===== src/hdl/rgfp_pkg.sv =====
// Package for the RGB grayscale frame packer.
// Holds request and result types, field widths and status codes.
// Used by every module of the block and by its checker.
package rgfp_pkg;

	localparam int LED_W   = 3;
	localparam int LEVEL_W = 12;
	localparam int BYTE_W  = 8;
	// Width of the intermediate write channel sum 3*led + offset. One bit of
	// headroom lets it be compared against the channel count of the largest frame.
	localparam int WSUM_W  = 6;

	localparam logic STATUS_OK    = 1'b0;
	localparam logic STATUS_RANGE = 1'b1;

	typedef struct packed {
		logic [LED_W-1:0]   led_index;
		logic [LEVEL_W-1:0] red_level;
		logic [LEVEL_W-1:0] green_level;
		logic [LEVEL_W-1:0] blue_level;
	} req_t;

	typedef struct packed {
		logic [BYTE_W-1:0] frame_byte;
		logic              last_byte;
		logic              status;
	} res_t;

	// Port commands from the sequencer to the level store.
	typedef struct packed {
		logic wr_en;
		logic rd_en;
	} store_cmd_t;

endpackage


===== src/hdl/rgfp_store.sv =====
// Grayscale level store: one synchronous memory with a registered read port.
// Per-entry valid bits make never-written entries read as zero after reset.
// Depends on rgfp_pkg.
module rgfp_store import rgfp_pkg::*; #(
	parameter int DEPTH = 16,
	parameter int AW    = 4
) (
	input  logic               clk,
	input  logic               arst_n,
	input  store_cmd_t         cmd,
	input  logic [AW-1:0]      waddr,
	input  logic [LEVEL_W-1:0] wdata,
	input  logic [AW-1:0]      raddr,
	output logic [LEVEL_W-1:0] rdata
);

	logic [LEVEL_W-1:0] mem [DEPTH];
	logic [DEPTH-1:0]   valid_q;
	logic [LEVEL_W-1:0] rdata_q;
	logic               rd_ok_q;

	always_ff @(posedge clk) begin
		if (cmd.wr_en) begin
			mem[waddr] <= wdata;
		end
		if (cmd.rd_en) begin
			rdata_q <= mem[raddr];
			rd_ok_q <= valid_q[raddr];
		end
	end

	always_ff @(posedge clk or negedge arst_n) begin
		if (!arst_n) begin
			valid_q <= '0;
		end else if (cmd.wr_en) begin
			valid_q[waddr] <= 1'b1;
		end
	end

	// An entry that was never written since reset reads as level zero.
	assign rdata = rd_ok_q ? rdata_q : '0;

endmodule


===== src/hdl/rgfp_seq.sv =====
// Sequencer of the frame packer: writes the three levels of a request, then
// walks the store from the top channel down and packs one byte per cycle.
// Depends on rgfp_pkg; drives the ports of rgfp_store.
module rgfp_seq import rgfp_pkg::*; #(
	parameter int FRAME_BYTES   = 24,
	parameter int MAX_LED_INDEX = 4,
	parameter int NUM_CH        = 16,
	parameter int NG            = 8,
	parameter int GW            = 3,
	parameter int AW            = 4
) (
	input  logic               clk,
	input  logic               arst_n,
	input  logic               start,
	output logic               busy,
	input  req_t               request,
	output logic               strobe,
	output res_t               result,
	output store_cmd_t         cmd,
	output logic [AW-1:0]      waddr,
	output logic [LEVEL_W-1:0] wdata,
	output logic [AW-1:0]      raddr,
	input  logic [LEVEL_W-1:0] rdata
);

	// Bytes of the top group of three that lie inside the frame.
	localparam int TOP_BYTES = FRAME_BYTES - 3 * (NG - 1);

	localparam logic [1:0] ST_IDLE  = 2'd0;
	localparam logic [1:0] ST_WRITE = 2'd1;
	localparam logic [1:0] ST_READ  = 2'd2;

	// Byte position within a group of three bytes (two channels).
	localparam logic [1:0] PH_LOW  = 2'd0;
	localparam logic [1:0] PH_MID  = 2'd1;
	localparam logic [1:0] PH_HIGH = 2'd2;

	logic [1:0]         state_q;
	logic [1:0]         wcnt_q;
	req_t               req_q;
	logic [GW-1:0]      grp_q;
	logic [1:0]         phase_q;
	logic               vld_s1;
	logic [1:0]         phase_s1;
	logic               emit_s1;
	logic               last_s1;
	logic [LEVEL_W-1:0] hold_q;
	logic               strobe_q;
	res_t               result_q;

	logic               accept;
	logic               bad_index;
	logic [WSUM_W-1:0]  wsum;
	logic               emit;
	logic [BYTE_W-1:0]  packed_byte;

	assign accept    = start && !busy;
	assign bad_index = request.led_index > LED_W'(MAX_LED_INDEX);
	assign busy      = (state_q != ST_IDLE) || vld_s1;

	assign wsum  = WSUM_W'({req_q.led_index, 1'b0}) + WSUM_W'(req_q.led_index)
		+ WSUM_W'(wcnt_q);
	assign waddr = wsum[AW-1:0];
	assign raddr = {grp_q, phase_q[1]};

	always_comb begin
		unique case (wcnt_q)
			2'd0:    wdata = req_q.red_level;
			2'd1:    wdata = req_q.green_level;
			default: wdata = req_q.blue_level;
		endcase
	end

	assign cmd.wr_en = (state_q == ST_WRITE) && (wsum < WSUM_W'(NUM_CH));
	assign cmd.rd_en = (state_q == ST_READ) && (phase_q != PH_LOW);

	assign emit = (grp_q != GW'(NG - 1)) || (phase_q < 2'(TOP_BYTES));

	// Byte 3k+2 is channel 2k+1 bits 11..4, byte 3k+1 joins channel 2k+1 bits
	// 3..0 with channel 2k bits 11..8, byte 3k is channel 2k bits 7..0.
	always_comb begin
		unique case (phase_s1)
			PH_HIGH: packed_byte = rdata[11:4];
			PH_MID:  packed_byte = {hold_q[3:0], rdata[11:8]};
			default: packed_byte = hold_q[7:0];
		endcase
	end

	always_ff @(posedge clk or negedge arst_n) begin
		if (!arst_n) begin
			state_q  <= ST_IDLE;
			wcnt_q   <= '0;
			grp_q    <= '0;
			phase_q  <= PH_HIGH;
			vld_s1   <= 1'b0;
			strobe_q <= 1'b0;
		end else begin
			vld_s1   <= 1'b0;
			strobe_q <= vld_s1 && emit_s1;
			unique case (state_q)
				ST_IDLE: begin
					if (accept) begin
						if (bad_index) begin
							strobe_q <= 1'b1;
						end else begin
							state_q <= ST_WRITE;
							wcnt_q  <= '0;
						end
					end
				end
				ST_WRITE: begin
					wcnt_q <= wcnt_q + 2'd1;
					if (wcnt_q == 2'd2) begin
						state_q <= ST_READ;
						grp_q   <= GW'(NG - 1);
						phase_q <= PH_HIGH;
					end
				end
				ST_READ: begin
					vld_s1 <= 1'b1;
					if (phase_q == PH_LOW) begin
						phase_q <= PH_HIGH;
						grp_q   <= grp_q - GW'(1);
						if (grp_q == '0) begin
							state_q <= ST_IDLE;
						end
					end else begin
						phase_q <= phase_q - 2'd1;
					end
				end
				default: begin
					state_q <= ST_IDLE;
				end
			endcase
		end
	end

	always_ff @(posedge clk) begin
		if (accept) begin
			req_q <= request;
		end
		phase_s1 <= phase_q;
		emit_s1  <= emit;
		last_s1  <= (grp_q == '0) && (phase_q == PH_LOW);
		if (vld_s1 && (phase_s1 != PH_LOW)) begin
			hold_q <= rdata;
		end
		if (accept && bad_index) begin
			result_q.frame_byte <= '0;
			result_q.last_byte  <= 1'b1;
			result_q.status     <= STATUS_RANGE;
		end else begin
			result_q.frame_byte <= packed_byte;
			result_q.last_byte  <= last_s1;
			result_q.status     <= STATUS_OK;
		end
	end

	assign strobe = strobe_q;
	assign result = result_q;

endmodule


===== src/hdl/rgb_grayscale_frame_packer.sv =====
// Top level of the RGB grayscale frame packer.
// Instantiates the sequencer rgfp_seq and the level store rgfp_store;
// types come from rgfp_pkg.
//
// Channel  | Handshake          | Payload | Direction
// ---------+--------------------+---------+----------
// request  | start high, busy low | req_t | in
// result   | strobe, one cycle  | res_t   | out
//
// A request with an LED index above MAX_LED_INDEX gives one error result in
// the cycle after it is accepted and leaves the store unchanged; busy stays
// low. A valid request first writes its red, green and blue levels to the
// store, then streams FRAME_BYTES bytes, highest byte first, one per cycle,
// with last_byte set on byte 0. A new request is taken only once the
// previous frame is done: busy stays high until its final byte is shown.
// The store has a write port and a registered read port. The receiver
// cannot stall: every result is shown for exactly one cycle. Reset clears
// the control state and the store's valid bits, so every channel reads as
// level zero until it is written.
module rgb_grayscale_frame_packer import rgfp_pkg::*; #(
	parameter int FRAME_BYTES   = 24,
	parameter int MAX_LED_INDEX = 4
) (
	input  logic clk,
	input  logic arst_n,
	input  logic start,
	output logic busy,
	input  req_t request,
	output logic strobe,
	output res_t result
);

	// Channels covered by the frame, and groups of three bytes (two channels).
	localparam int NUM_CH = (FRAME_BYTES * 8 + LEVEL_W - 1) / LEVEL_W;
	localparam int NG     = (FRAME_BYTES + 2) / 3;
	localparam int GW     = (NG > 1) ? $clog2(NG) : 1;
	localparam int AW     = GW + 1;
	// The store is rounded up to whole groups; any entry beyond NUM_CH is never written.
	localparam int DEPTH  = 2 * NG;

	store_cmd_t         cmd;
	logic [AW-1:0]      waddr;
	logic [AW-1:0]      raddr;
	logic [LEVEL_W-1:0] wdata;
	logic [LEVEL_W-1:0] rdata;

	rgfp_seq #(
		.FRAME_BYTES  (FRAME_BYTES),
		.MAX_LED_INDEX(MAX_LED_INDEX),
		.NUM_CH       (NUM_CH),
		.NG           (NG),
		.GW           (GW),
		.AW           (AW)
	) u_seq (
		.clk    (clk),
		.arst_n (arst_n),
		.start  (start),
		.busy   (busy),
		.request(request),
		.strobe (strobe),
		.result (result),
		.cmd    (cmd),
		.waddr  (waddr),
		.wdata  (wdata),
		.raddr  (raddr),
		.rdata  (rdata)
	);

	rgfp_store #(
		.DEPTH(DEPTH),
		.AW   (AW)
	) u_store (
		.clk   (clk),
		.arst_n(arst_n),
		.cmd   (cmd),
		.waddr (waddr),
		.wdata (wdata),
		.raddr (raddr),
		.rdata (rdata)
	);

endmodule


===== config.mk =====
export PLATFORM = sky130hd
export DESIGN_NAME = rgb_grayscale_frame_packer
export DESIGN_NICKNAME = d
export VERILOG_FILES = /design/src/hdl/rgfp_pkg.sv /design/src/hdl/rgfp_store.sv /design/src/hdl/rgfp_seq.sv /design/src/hdl/rgb_grayscale_frame_packer.sv
export SDC_FILE = /design/constraint.sdc
export NUM_CORES = 1
export LEC_CHECK = 0
export ABC_AREA = 1
export ABC_CLOCK_PERIOD_IN_PS = 7910
export BUFFER_PORTS_ARGS = -buffer_cell sky130_fd_sc_hd__buf_2
export CAP_MARGIN = 20
export CORE_MARGIN = 5
export CORE_UTILIZATION = 60
export DETAILED_ROUTE_END_ITERATION = 8
export PLACE_DENSITY = 0.78
export RECOVER_POWER = 50
export SYNTH_ARGS = -nofsm -noshare
export SYNTH_HDL_FRONTEND = slang
export SYNTH_HIERARCHICAL = 1
export SYNTH_SLANG_ARGS = --single-unit

===== constraint.sdc =====
create_clock -name clk -period 7.91 [get_ports clk]
set_input_delay 1.582 -clock clk [delete_from_list [all_inputs] [get_ports clk]]
set_output_delay 1.582 -clock clk [all_outputs]
set_load 0.005 [all_outputs]

==> key figures, run 1 <==
Worst setup path
  • Worst reg2reg path depth: 6
  • Critical Path End Type: flop
  • Critical path class: reg -> reg
  • Capture instance of the worst register-to-register path: u_store/rdata_q[10]
  • Sort of element at the start of the critical path: flop
  • Critical path required time: 8.18 ns
  • Worst reg2reg path startpoint: u_seq/phase_q[1]
  • Crit path max fanout: 65
  • Signal arrival time at the worst endpoint: 4.93 ns
  • Worst R2R Setup Slack: 3.26 ns

GRT
  • Number of global-route vias before repair: 8024
  • Overall routing resource usage: 0.231
  • Total gr overflow: 0
  • Antenna violations before repair: 1
  • Pin count of the biggest net entering global routing: 84
  • Wire length of the first global-routing pass: 42700 um

Yosys
  • Summed instance area of the synthesized netlist: 12500 um2
  • Number of flip-flops and latches in the synthesized netlist: 293
  • Most instantiated cells after synthesis: nand2_1 (360), edfxtp_1 (252), inv_1 (208), nand3_1 (168), nor2_1 (40)
  • Synth top area cells: edfxtp_1 (60%), nand2_1 (11%), nand3_1 (6.7%), inv_1 (6.2%), dfrtp_1 (5.2%)
  • Post-synthesis sequential area ratio: 0.681
  • Dominant cell by count in the synthesized netlist: nand2_1
  • EDFF count, synth: 252
  • Dominant register cell in the synthesized netlist: edfxtp_1
  • Distinct cells, synth: 26
  • Top cell type's share of synthesized area: 0.605
  • Yosys top cell by area: edfxtp_1
  • Cell count after synthesis: 1193
  • Post-Synthesis Net Count: 1254
  • YS warnings: 6
  • Mean area per synthesized cell: 10.5 um2
  • FFs w/ async S/R, synth: 0.0922

Drt
  • Count of routing violations after the opening detailed-route iteration: 925
  • # DRC: 0
  • Routed WL: 27400 um
  • Antenna-violating nets left: 0
  • Routed vias/inst: 5.41
  • Average wire length per cell after detail routing: 18.0 um
  • Total number of vias: 8261
  • DR pass1 iterations: 5

Finish
  • Area added between synthesis and finish: 10.2%
  • Number of standard cells in the layout, taps in and fillers out: 1526
  • # fillers: 1458
  • Share of cells above drive strength 1: 0.0740
  • Footprint of the flip-flops and latches: 8530 um2
  • Layout net count: 1295
  • Antenna Cells: 0
  • Area of combinational cells with multiple inputs: 2900 um2

Clocking
  • H-tree Lvls: 1
  • Buffer levels on the longest clock path: 3
  • Post-CTS setup repair buffer count: 0
  • Number of clock buffers inserted by TritonCTS: 29
  • Total of hold buffers inserted after clock tree synthesis: 0
  • Sink count of the clock tree: 293
  • Post-CTS resize count: 0
  • Clock-pin slew reported for the worst setup and hold paths after clock tree synthesis: 0.06 ns
  • Master cell of the clock root buffer: clkbuf_16
  • Source-to-sink clock delay at the later pin of the worst-skew pair: 0.54 ns
  • Clock tree from TritonCTS: built

Placement
  • Port-buffer cells: 53
  • Final estimated routing congestion in global placement: 0.904
  • DP Wirelength: 16700 um
  • Dpl cells: 1471

STA
  • Setup repair after global routing missed its margin: no
  • Highest attainable clock frequency: 215 MHz
  • Final hold violations: 0
  • Minimum period implied by the final worst setup slack: 4.65 ns
  • Total setup violations reported at the end of the flow: 0
  • Final worst path period share: 0.588
  • TNS Setup: 0 ns
  • Clock skew: 0.0133 ns
  • Transition time at the pin with the least slew margin: 2.32 ns
  • Max Slew Vio Count: 177
  • Slew Limit Headroom: -0.549

Hold path
  • Worst hold path endpoint: u_seq/result[1]
  • Path class of the lowest-slack min-delay path: reg -> reg
  • Launch instance of the worst min-delay path: u_seq/last_s1
  • Min-Delay Path Depth: 2

Die
  • Core footprint: 20400 um2
  • Area of the die: 23900 um2
  • Width of the die: 154 um
  • Initial cell density of the core: 0.615
  • Die Ht: 154 um
  • Total I/O pin count: 54
  • Cell Rows: 52

Status
  • Run status: finished, violations left
  • Failing checks: max-capacitance violations, max-slew violations

Power and ir drop
  • Total power density per cell area: 411 nW/um2
  • Static leakage power: 6.06 nW
  • Maximum resistive drop on vdd: 0.303 mV

Job
  • Number of violations of the max-capacitance limit: 4
-- layout by cell type (no fill, tap or decap) --
master      synthesis  routed
clkbuf_16           0      29
a22oi_1            13      13
dfrtp_2             0       1
or2_2               1       1
inv_1             208     209
nand3_1           168     168
clkinv_2            0       6
dfrtp_1            26      25
clkbuf_8            0       2
clkbuf_1            9      19
dfxtp_1            14      14
nor3_1              0       1
nor2_1             40      40
nand3b_1            2       2
edfxtp_1          252     252
nand2_2             1       1
a21oi_1             9       9
dfstp_1             0       1
bufinv_16           0       4
nand2_1           360     360
nor2_2              1       1
o21ai_0            23      23
buf_4               3       3
fa_1                2       2
inv_2               3       2
xnor2_1             1       1
clkinvlp_4          0       1
clkinv_1            1       7
ha_1               17      17
buf_2              24      42
-- critical path, cell delays in order (launching register included) --
cell      delay (ns)
dfstp_1         2.09
clkbuf_1        1.48
nand2_1         0.24
nand3_1         0.19
nand3_1         0.12
nand3_1         0.15
nand2_1         0.09
-- worst max-delay path by stage --
stage	from	to	slack, ns	cells after the start
floorplan	start	u_seq/req_q[0]	4.10	2
global placement	u_seq/wcnt_q[1]	u_store/mem[9][1]	4.60	7
detailed placement	u_seq/wcnt_q[1]	u_store/mem[11][3]	4.45	7
CTS	u_seq/wcnt_q[1]	u_store/mem[11][2]	4.43	7
global route	u_seq/phase_q[1]	u_store/rdata_q[4]	2.79	6
finish	u_seq/phase_q[1]	u_store/rdata_q[10]	3.26	6
-- sequential cells by signal, indices dropped and copies added, names as in the netlist, 2 cells and up --
name and cells:
u_store/mem 192, u_seq/req_q 39, u_store/valid_q 16, u_store/rdata_q 12, u_seq/result 10, u_seq/hold_q 8, u_seq/grp_q 3, u_seq/phase_q 2
u_seq/phase_s1 2, u_seq/state_q 2, u_seq/wcnt_q 2
-- through the flow --
step / hold slack [ns] / total power [mW] / setup WS, ns / cell area, um2 / utilization
global placement: 0.405 / 4.24 / 4.60 / 12900 / 0.632
detailed placement: 0.417 / 4.29 / 4.45 / 12900 / 0.632
floorplan: 0.388 / 3.63 / 4.10 / 12500 / -
finish: 0.426 / 5.68 / 3.26 / 13800 / 0.678
global route: 0.461 / 5.97 / 2.79 / 13800 / 0.678
CTS: 0.433 / 5.66 / 4.43 / 13800 / 0.679
-- layer usage --
metal / GRT usage / share of wire
met1: 0.310 / 0.39
met2: 0.379 / 0.48
met3: 0.0358 / 0.082
met4: 0.0971 / 0.048
met5: 0 / 0
-- kinds of logic (layout without fill, tap and decap cells) --
family | count (synthesis) | count (layout) | share of synthesized area
adders and majority gates | 19 | 19 | 0.0202
and+or+nand+nor | 574 | 574 | 0.191
DFF | 293 | 293 | 0.681
buffers and inverters | 261 | 324 | 0.0864
AOI/OAI and AO/OA | 45 | 45 | 0.0206
xor gates and xnor gates | 1 | 1 | 0.000700
-- where the power goes --
group	internal [mW]	leakage [nW]	total [mW]	switching, mW
registers	2.25	2.74	2.39	0.144
logic	0.455	2.85	1.93	1.47
clock network	0.817	0.467	1.36	0.538
total	3.52	6.06	5.68	2.15
-- cell type report --
| class | count | area share |
|---|---|---|
| multi-input cells | 639 | 0.210 |
| repair buffers | 59 | 0.0207 |
| clock buffers | 36 | 0.0560 |
| well taps | 270 | 0.0245 |
| inverters | 212 | 0.0577 |
| clock inverters | 17 | 0.0131 |
| flip-flops and latches | 293 | 0.618 |
Note: power is estimated with default switching activity, not from simulation.
==> inputs of run 2 (changes only) <==
- ABC_AREA: 1 -> 0
- ABC_CLOCK_PERIOD_IN_PS: 7910 -> 4300
- clock period: 7.91 -> 4.3 ns (I/O delays scaled with it)
==> key figures, run 2 <==
Yosys
  • Summed instance area of the synthesized netlist: 11400 um2 (was 12500 um2)
  • Synth top area cells: edfxtp_1 (66%), dfrtp_1 (5.7%), mux4_1 (5.5%), mux4_2 (5.5%), a22oi_1 (3.0%) (was edfxtp_1 (60%), nand2_1 (11%), nand3_1 (6.7%), inv_1 (6.2%), dfrtp_1 (5.2%))
  • Post-Synthesis Net Count: 669 (was 1254)
  • Number of flip-flops and latches in the synthesized netlist: 293 (unchanged)
  • Mean area per synthesized cell: 18.8 um2 (was 10.5 um2)
  • Distinct cells, synth: 38 (was 26)
  • Dominant register cell in the synthesized netlist: edfxtp_1 (unchanged)
  • YS warnings: 6 (unchanged)
  • Dominant cell by count in the synthesized netlist: edfxtp_1 (was nand2_1)
  • EDFF count, synth: 252 (unchanged)
  • Cell count after synthesis: 608 (was 1193)
  • Post-synthesis sequential area ratio: 0.747 (was 0.681)
  • Top cell type's share of synthesized area: 0.663 (was 0.605)
  • Yosys top cell by area: edfxtp_1 (unchanged)
  • Most instantiated cells after synthesis: edfxtp_1 (252), nand2_1 (48), a22oi_1 (46), mux4_2 (28), dfrtp_1 (26) (was nand2_1 (360), edfxtp_1 (252), inv_1 (208), nand3_1 (168), nor2_1 (40))
  • FFs w/ async S/R, synth: 0.0922 (unchanged)

Finish
  • Flip-flop count of the largest register after layout: 192 (unchanged)
  • Reg with most FFs: u_store/mem (unchanged)
  • Antenna Cells: 0 (unchanged)
  • Most common cell after layout, fill and taps aside: edfxtp_1 (was nand2_1)
  • Commonest cells after routing, fill and taps aside: edfxtp_1 (252), nand2_1 (48), a22oi_1 (46), buf_2 (44), clkbuf_16 (29) (was nand2_1 (360), edfxtp_1 (252), inv_1 (209), nand3_1 (168), buf_2 (42))
  • Registers with the most flip-flops: u_store/mem: 192 flops, u_seq/req_q: 39 flops, u_store/valid_q: 16 flops (unchanged)
  • Final design instance area without fill: 12900 um2 (was 13800 um2)
  • Area added between synthesis and finish: 12.9% (was 10.2%)
  • Layout net count: 746 (was 1295)
  • Share of cells above drive strength 1: 0.219 (was 0.0740)

Die
  • Die Ht: 148 um (was 154 um)
  • Total I/O pin count: 54 (unchanged)
  • Cell Rows: 50 (was 52)
  • Core footprint: 18700 um2 (was 20400 um2)
  • Width of the die: 148 um (was 154 um)
  • Initial cell density of the core: 0.610 (was 0.615)
  • Area of the die: 21900 um2 (was 23900 um2)

Worst setup path
  • Crit path max fanout: 24 (was 65)
  • Signal arrival time at the worst endpoint: 3.41 ns (was 4.93 ns)
  • Maximum single-stage delay on the critical path: 1.45 ns (was 2.09 ns)
  • Critical path required time: 4.56 ns (was 8.18 ns)
  • Critical Path End Type: flop (unchanged)
  • Sort of element at the start of the critical path: flop (unchanged)
  • Sequence of cells on the critical path: buf_4, mux4_1, a22oi_1, nand2_1 (was clkbuf_1, nand2_1, nand3_1, nand3_1, nand3_1, nand2_1)
  • Cell type of the slowest stage on the worst timing path: dfstp_1 (unchanged)
  • Crit path from: u_seq/phase_q[1] (unchanged)
  • Critical path class: reg -> reg (unchanged)
  • Worst reg2reg path startpoint: u_seq/phase_q[1] (unchanged)

STA
  • Max Slew Vio Count: 69 (was 177)
  • Minimum period implied by the final worst setup slack: 3.15 ns (was 4.65 ns)
  • Slew Limit Headroom: -0.308 (was -0.549)
  • Final worst setup slack: 1.15 ns (was 3.26 ns)
  • TNS Setup: 0 ns (unchanged)
  • Transition time at the pin with the least slew margin: 1.96 ns (was 2.32 ns)
  • Highest attainable clock frequency: 317 MHz (was 215 MHz)
  • Clock skew: 0.0159 ns (was 0.0133 ns)
  • Final worst path period share: 0.733 (was 0.588)
  • Final hold violations: 0 (unchanged)
  • Total setup violations reported at the end of the flow: 0 (unchanged)
  • Setup repair after global routing missed its margin: no (unchanged)

Status
  • Failing checks: max-capacitance violations, max-slew violations (unchanged)
  • Run status: finished, violations left (unchanged)

Clocking
  • H-tree Lvls: 1 (unchanged)
  • Clock-pin slew reported for the worst setup and hold paths after clock tree synthesis: 0.06 ns (about the same)
  • Sink count of the clock tree: 293 (unchanged)
  • Clock tree from TritonCTS: built (unchanged)
  • Post-CTS resize count: 0 (unchanged)
  • Master cell of the clock root buffer: clkbuf_16 (unchanged)
  • Post-CTS setup repair buffer count: 0 (unchanged)
  • Buffer levels on the longest clock path: 3 (unchanged)
  • Total of hold buffers inserted after clock tree synthesis: 0 (unchanged)
  • Source-to-sink clock delay at the later pin of the worst-skew pair: 0.53 ns (was 0.54 ns)
  • Number of clock buffers inserted by TritonCTS: 29 (unchanged)

Drt
  • Count of routing violations after the opening detailed-route iteration: 522 (was 925)
  • # DRC: 0 (unchanged)
  • Total number of vias: 5688 (was 8261)
  • Routed WL: 21800 um (was 27400 um)
  • Antenna-violating nets left: 0 (unchanged)
  • Average wire length per cell after detail routing: 23.1 um (was 18.0 um)
  • DR pass1 iterations: 5 (unchanged)
  • Routed vias/inst: 6.04 (was 5.41)

Power and ir drop
  • Total power density per cell area: 691 nW/um2 (was 411 nW/um2)
  • Maximum resistive drop on vdd: 0.649 mV (was 0.303 mV)
  • Static leakage power: 4.74 nW (was 6.06 nW)

Hold path
  • Launch instance of the worst min-delay path: u_seq/last_s1 (unchanged)
  • Path class of the lowest-slack min-delay path: reg -> reg (unchanged)

GRT
  • Wire length of the first global-routing pass: 34300 um (was 42700 um)
  • Layer carrying the most global-route usage: met2 (unchanged)
  • Overall routing resource usage: 0.208 (was 0.231)
  • Number of global-route vias before repair: 6010 (was 8024)
  • Pin count of the biggest net entering global routing: 41 (was 84)
  • Global-route met2 utilization: 0.365 (was 0.379)
  • Routing usage on met3: 0.0408 (was 0.0358)
  • Global-route track usage on met1: 0.264 (was 0.310)
  • Antenna violations before repair: 0 (was 1)
  • Total gr overflow: 0 (unchanged)

Placement
  • DP Wirelength: 13900 um (was 16700 um)
  • Placement-stage worst setup slack: 1.18 ns (was 4.45 ns)
  • Final estimated routing congestion in global placement: 0.792 (was 0.904)
  • Area post-placement: 12000 um2 (was 12900 um2)
  • Port-buffer cells: 53 (unchanged)

Job
  • Number of violations of the max-capacitance limit: 2 (was 4)
[run 2: cell count changes after synthesis, sizes merged, moves of 10 or more]
cell	delta
nand2	-313
a211oi	+10
inv	-194
buf	-27
or2	+16
mux4	+52
and2	+13
o21ai	-18
a22oi	+33
nand3	-166
nor2	-17
[run 2: cell families (layout without fill, tap and decap cells)]
family	count (synthesis)	in the layout	share of synthesized area
compound gates	75	75	0.0478
xor+xnor	1	1	0.000768
fa+ha+maj	19	19	0.0221
buf+inv	45	144	0.0191
flops	293	293	0.747
mux	52	52	0.111
simple gates	123	123	0.0526
[run 2: where the power goes]
group | internal (mW) | switching, mW
registers | 4.10 | 0.234
clock network | 1.44 | 0.969
logic | 0.745 | 1.41
total | 6.29 | 2.62
[run 2: final timing paths]
kind | to | slack (ns) | cells past startpoint
min in group asynchronous | u_seq/wcnt_q[0] | 0.77 | 1
worst max-delay path | u_store/rdata_q[9] | 1.15 | 4
worst max register to register | u_store/rdata_q[9] | 1.15 | 4
max in group asynchronous | u_seq/grp_q[0] | 2.42 | 1
worst min-delay path | u_seq/result[1] | 0.41 | 1
worst min register to register | u_seq/result[1] | 0.41 | 1
[run 2: critical path: cells and delay by family, from the launching register on]
family                 cells  cell delay, ns
flip-flops                 1            1.45
AND/OR/NAND/NOR            1            0.08
AO/OA/AOI/OAI              1            0.20
multiplexers               1            0.66
buffers and inverters      1            0.49
[run 2: final cells by class]
type	instances	area [um2]
clock buffers	42	825
clock inverters	11	100
fillers	1155	5820
inverters	17	63.8
multi-input cells	270	2670
flip-flops and latches	293	8530
well taps	234	293
repair buffers	74	417
[run 2: metal layers]
metal / share of wire / vias up / wire, um
li1: - / 2563 / -
met1: 0.37 / 2841 / 8050
met2: 0.52 / 238 / 11300
met3: 0.075 / 46 / 1640
met4: 0.035 / 0 / 765
met5: 0 / - / 0
[run 2: through the flow]
stage | total power [mW] | std cells | utilization | hold slack [ns]
2_1_floorplan | 5.75 | 608 | - | 0.391
3_3_place_gp | 6.43 | 887 | 0.641 | 0.394
3_5_place_dp | 6.56 | 887 | 0.641 | 0.401
4_1_cts | 8.97 | 940 | 0.691 | 0.392
5_1_grt | 9.33 | 941 | 0.689 | 0.432
6_report | 8.90 | 941 | 0.689 | 0.412
==> inputs of run 3 (changes only) <==
- ABC_AREA: 0 -> 1
- ABC_CLOCK_PERIOD_IN_PS: 4300 -> 3000
- clock period: 4.3 -> 3 ns (I/O delays scaled with it)
==> key figures, run 3 (same netlist as run 1, synthesis figures left out) <==
STA
  • Total setup violations reported at the end of the flow: 0 (unchanged)
  • Max Slew Vio Count: 28 (was 69)
  • TNS Setup: 0 ns (unchanged)
  • Setup repair after global routing missed its margin: no (unchanged)
  • Final worst path period share: 0.961 (was 0.733)
  • Clock skew: 0.0118 ns (was 0.0159 ns)
  • Slew Limit Headroom: -0.0246 (was -0.308)
  • Transition time at the pin with the least slew margin: 1.54 ns (was 1.96 ns)
  • Final hold violations: 0 (unchanged)
  • Highest attainable clock frequency: 347 MHz (was 317 MHz)
  • Minimum period implied by the final worst setup slack: 2.88 ns (was 3.15 ns)
  • Final worst setup slack: 0.117 ns (was 1.15 ns)

Placement
  • DP Wirelength: 17000 um (was 13900 um)
  • Port-buffer cells: 53 (unchanged)
  • Final estimated routing congestion in global placement: 0.908 (was 0.792)
  • Placement-stage worst setup slack: 0.127 ns (was 1.18 ns)

Clocking
  • Source-to-sink clock delay at the later pin of the worst-skew pair: 0.54 ns (was 0.53 ns)
  • Master cell of the clock root buffer: clkbuf_16 (unchanged)
  • Buffer levels on the longest clock path: 3 (unchanged)
  • Clock tree from TritonCTS: built (unchanged)
  • Total of hold buffers inserted after clock tree synthesis: 0 (unchanged)
  • Post-CTS setup repair buffer count: 0 (unchanged)
  • Number of clock buffers inserted by TritonCTS: 28 (was 29)
  • Sink count of the clock tree: 293 (unchanged)
  • Post-CTS resize count: 0 (unchanged)
  • Clock-pin slew reported for the worst setup and hold paths after clock tree synthesis: 0.06 ns (about the same)
  • H-tree Lvls: 1 (unchanged)

Finish
  • Share of cells above drive strength 1: 0.0994 (was 0.219)
  • Antenna Cells: 0 (unchanged)
  • Commonest cells after routing, fill and taps aside: nand2_1 (361), edfxtp_1 (252), inv_1 (209), nand3_1 (168), buf_2 (41) (was edfxtp_1 (252), nand2_1 (48), a22oi_1 (46), buf_2 (44), clkbuf_16 (29))
  • Most common cell after layout, fill and taps aside: nand2_1 (was edfxtp_1)
  • Flip-flop count of the largest register after layout: 192 (unchanged)
  • Registers with the most flip-flops: u_store/mem: 192 flops, u_seq/req_q: 39 flops, u_store/valid_q: 16 flops (unchanged)
  • Reg with most FFs: u_store/mem (unchanged)
  • Area added between synthesis and finish: 12.1% (was 12.9%)
  • Layout net count: 1327 (was 746)

GRT
  • Total gr overflow: 0 (unchanged)
  • Number of global-route vias before repair: 8243 (was 6010)
  • Wire length of the first global-routing pass: 42400 um (was 34300 um)
  • Antenna violations before repair: 0 (unchanged)
  • Pin count of the biggest net entering global routing: 84 (was 41)
  • Overall routing resource usage: 0.227 (was 0.208)

Drt
  • Routed vias/inst: 5.32 (was 6.04)
  • Antenna-violating nets left: 0 (unchanged)
  • DR pass1 iterations: 6 (was 5)
  • # DRC: 0 (unchanged)
  • Count of routing violations after the opening detailed-route iteration: 1021 (was 522)
  • Average wire length per cell after detail routing: 17.3 um (was 23.1 um)
  • Routed WL: 27000 um (was 21800 um)
  • Total number of vias: 8289 (was 5688)

Status
  • Run status: finished, violations left (unchanged)
  • Failing checks: max-capacitance violations, max-slew violations (unchanged)

Worst setup path
  • Crit path from: u_seq/wcnt_q[1] (was u_seq/phase_q[1])
  • Sort of element at the start of the critical path: flop (unchanged)
  • Signal arrival time at the worst endpoint: 3.12 ns (was 3.41 ns)
  • Worst R2R Setup Slack: 0.12 ns (was 1.15 ns)
  • Crit path max fanout: 12 (was 24)
  • Critical Path End Type: flop (unchanged)
  • Capture instance of the worst register-to-register path: u_store/mem[11][1] (was u_store/rdata_q[9])
  • Critical path required time: 3.24 ns (was 4.56 ns)
  • Worst reg2reg path depth: 8 (was 4)
  • Critical path class: reg -> reg (unchanged)
  • Worst reg2reg path startpoint: u_seq/wcnt_q[1] (was u_seq/phase_q[1])

Hold path
  • Launch instance of the worst min-delay path: request[8] (was u_seq/last_s1)
  • Worst hold path endpoint: u_seq/req_q[8] (was u_seq/result[1])
  • Path class of the lowest-slack min-delay path: in -> reg (was reg -> reg)
  • Min-Delay Path Depth: 1 (unchanged)

Power and ir drop
  • Maximum resistive drop on vdd: 0.757 mV (was 0.649 mV)
  • Total power density per cell area: 1070 nW/um2 (was 691 nW/um2)
  • Static leakage power: 6.22 nW (was 4.74 nW)

Die
  • Area of the die: 23900 um2 (was 21900 um2)
  • Total I/O pin count: 54 (unchanged)
  • Initial cell density of the core: 0.615 (was 0.610)
  • Die Ht: 154 um (was 148 um)
  • Core footprint: 20400 um2 (was 18700 um2)
  • Width of the die: 154 um (was 148 um)
  • Cell Rows: 52 (was 50)

Job
  • Number of violations of the max-capacitance limit: 1 (was 2)
## run 3: cell count changes in the layout (fill, tap and decap cells not counted), moves of 16 or more
| cell | previous run | this run |
|---|---|---|
| nor2_1 | 24 | 40 |
| nand3_1 | 2 | 168 |
| a22oi_1 | 46 | 13 |
| o21ai_0 | 5 | 23 |
| mux4_2 | 28 | 0 |
| or2_2 | 17 | 1 |
| inv_1 | 17 | 209 |
| nand2_1 | 48 | 361 |
| mux4_1 | 24 | 0 |
## run 3: critical path: stages, from the launching register on
cell,delay (ns)
dfrtp_1,0.43
fa_1,0.56
ha_1,0.17
inv_1,0.06
fa_1,0.37
xnor2_1,0.28
nand3b_1,0.31
nor2_1,0.19
buf_4,0.22
## run 3: metrics by stage
stage,instance area (um2),utilization,power [mW],cells,hold slack [ns]
after floorplan,12500,-,9.56,1193,0.304
after CTS,14100,0.693,15.0,1558,0.0825
after global routing,14000,0.689,15.8,1558,0.225
final,14000,0.689,15.0,1558,0.243
after global placement,13200,0.646,11.4,1506,0.406
after detailed placement,13200,0.646,11.5,1506,0.433
## run 3: power by group
part | internal, mW | switching (mW) | total (mW)
registers | 5.89 | 0.313 | 6.20
logic | 1.36 | 3.86 | 5.23
clock network | 2.10 | 1.43 | 3.52
## run 3: worst max path at each step
| stage | end | slack, ns | cells after the start |
|---|---|---|---|
| after floorplan | u_store/mem[12][0] | 0.09 | 7 |
| after global placement | u_store/mem[10][11] | 0.21 | 8 |
| after detailed placement | u_store/mem[11][3] | 0.13 | 8 |
| after CTS | u_store/mem[11][1] | 0.14 | 8 |
| after global routing | u_store/mem[11][1] | 0.02 | 8 |
| final | u_store/mem[11][1] | 0.12 | 8 |
## run 3: layout make-up
| cell class | instances | area (um2) |
|---|---|---|
| sequential | 293 | 8530 |
| fill | 1455 | 6330 |
| multi-input combinational | 639 | 2900 |
| inverter | 212 | 796 |
| clock buffer | 30 | 729 |
| timing repair buffer | 92 | 534 |
| tap | 270 | 338 |
| clock inverter | 22 | 209 |
## run 3: metal layers
metal / vias to the layer above / track usage / wire length (um)
li1: 3991 / - / -
met1: 3870 / 0.287 / 10200
met2: 348 / 0.399 / 13700
met3: 80 / 0.0316 / 2070
met4: 0 / 0.0862 / 1100
met5: - / 0 / 0
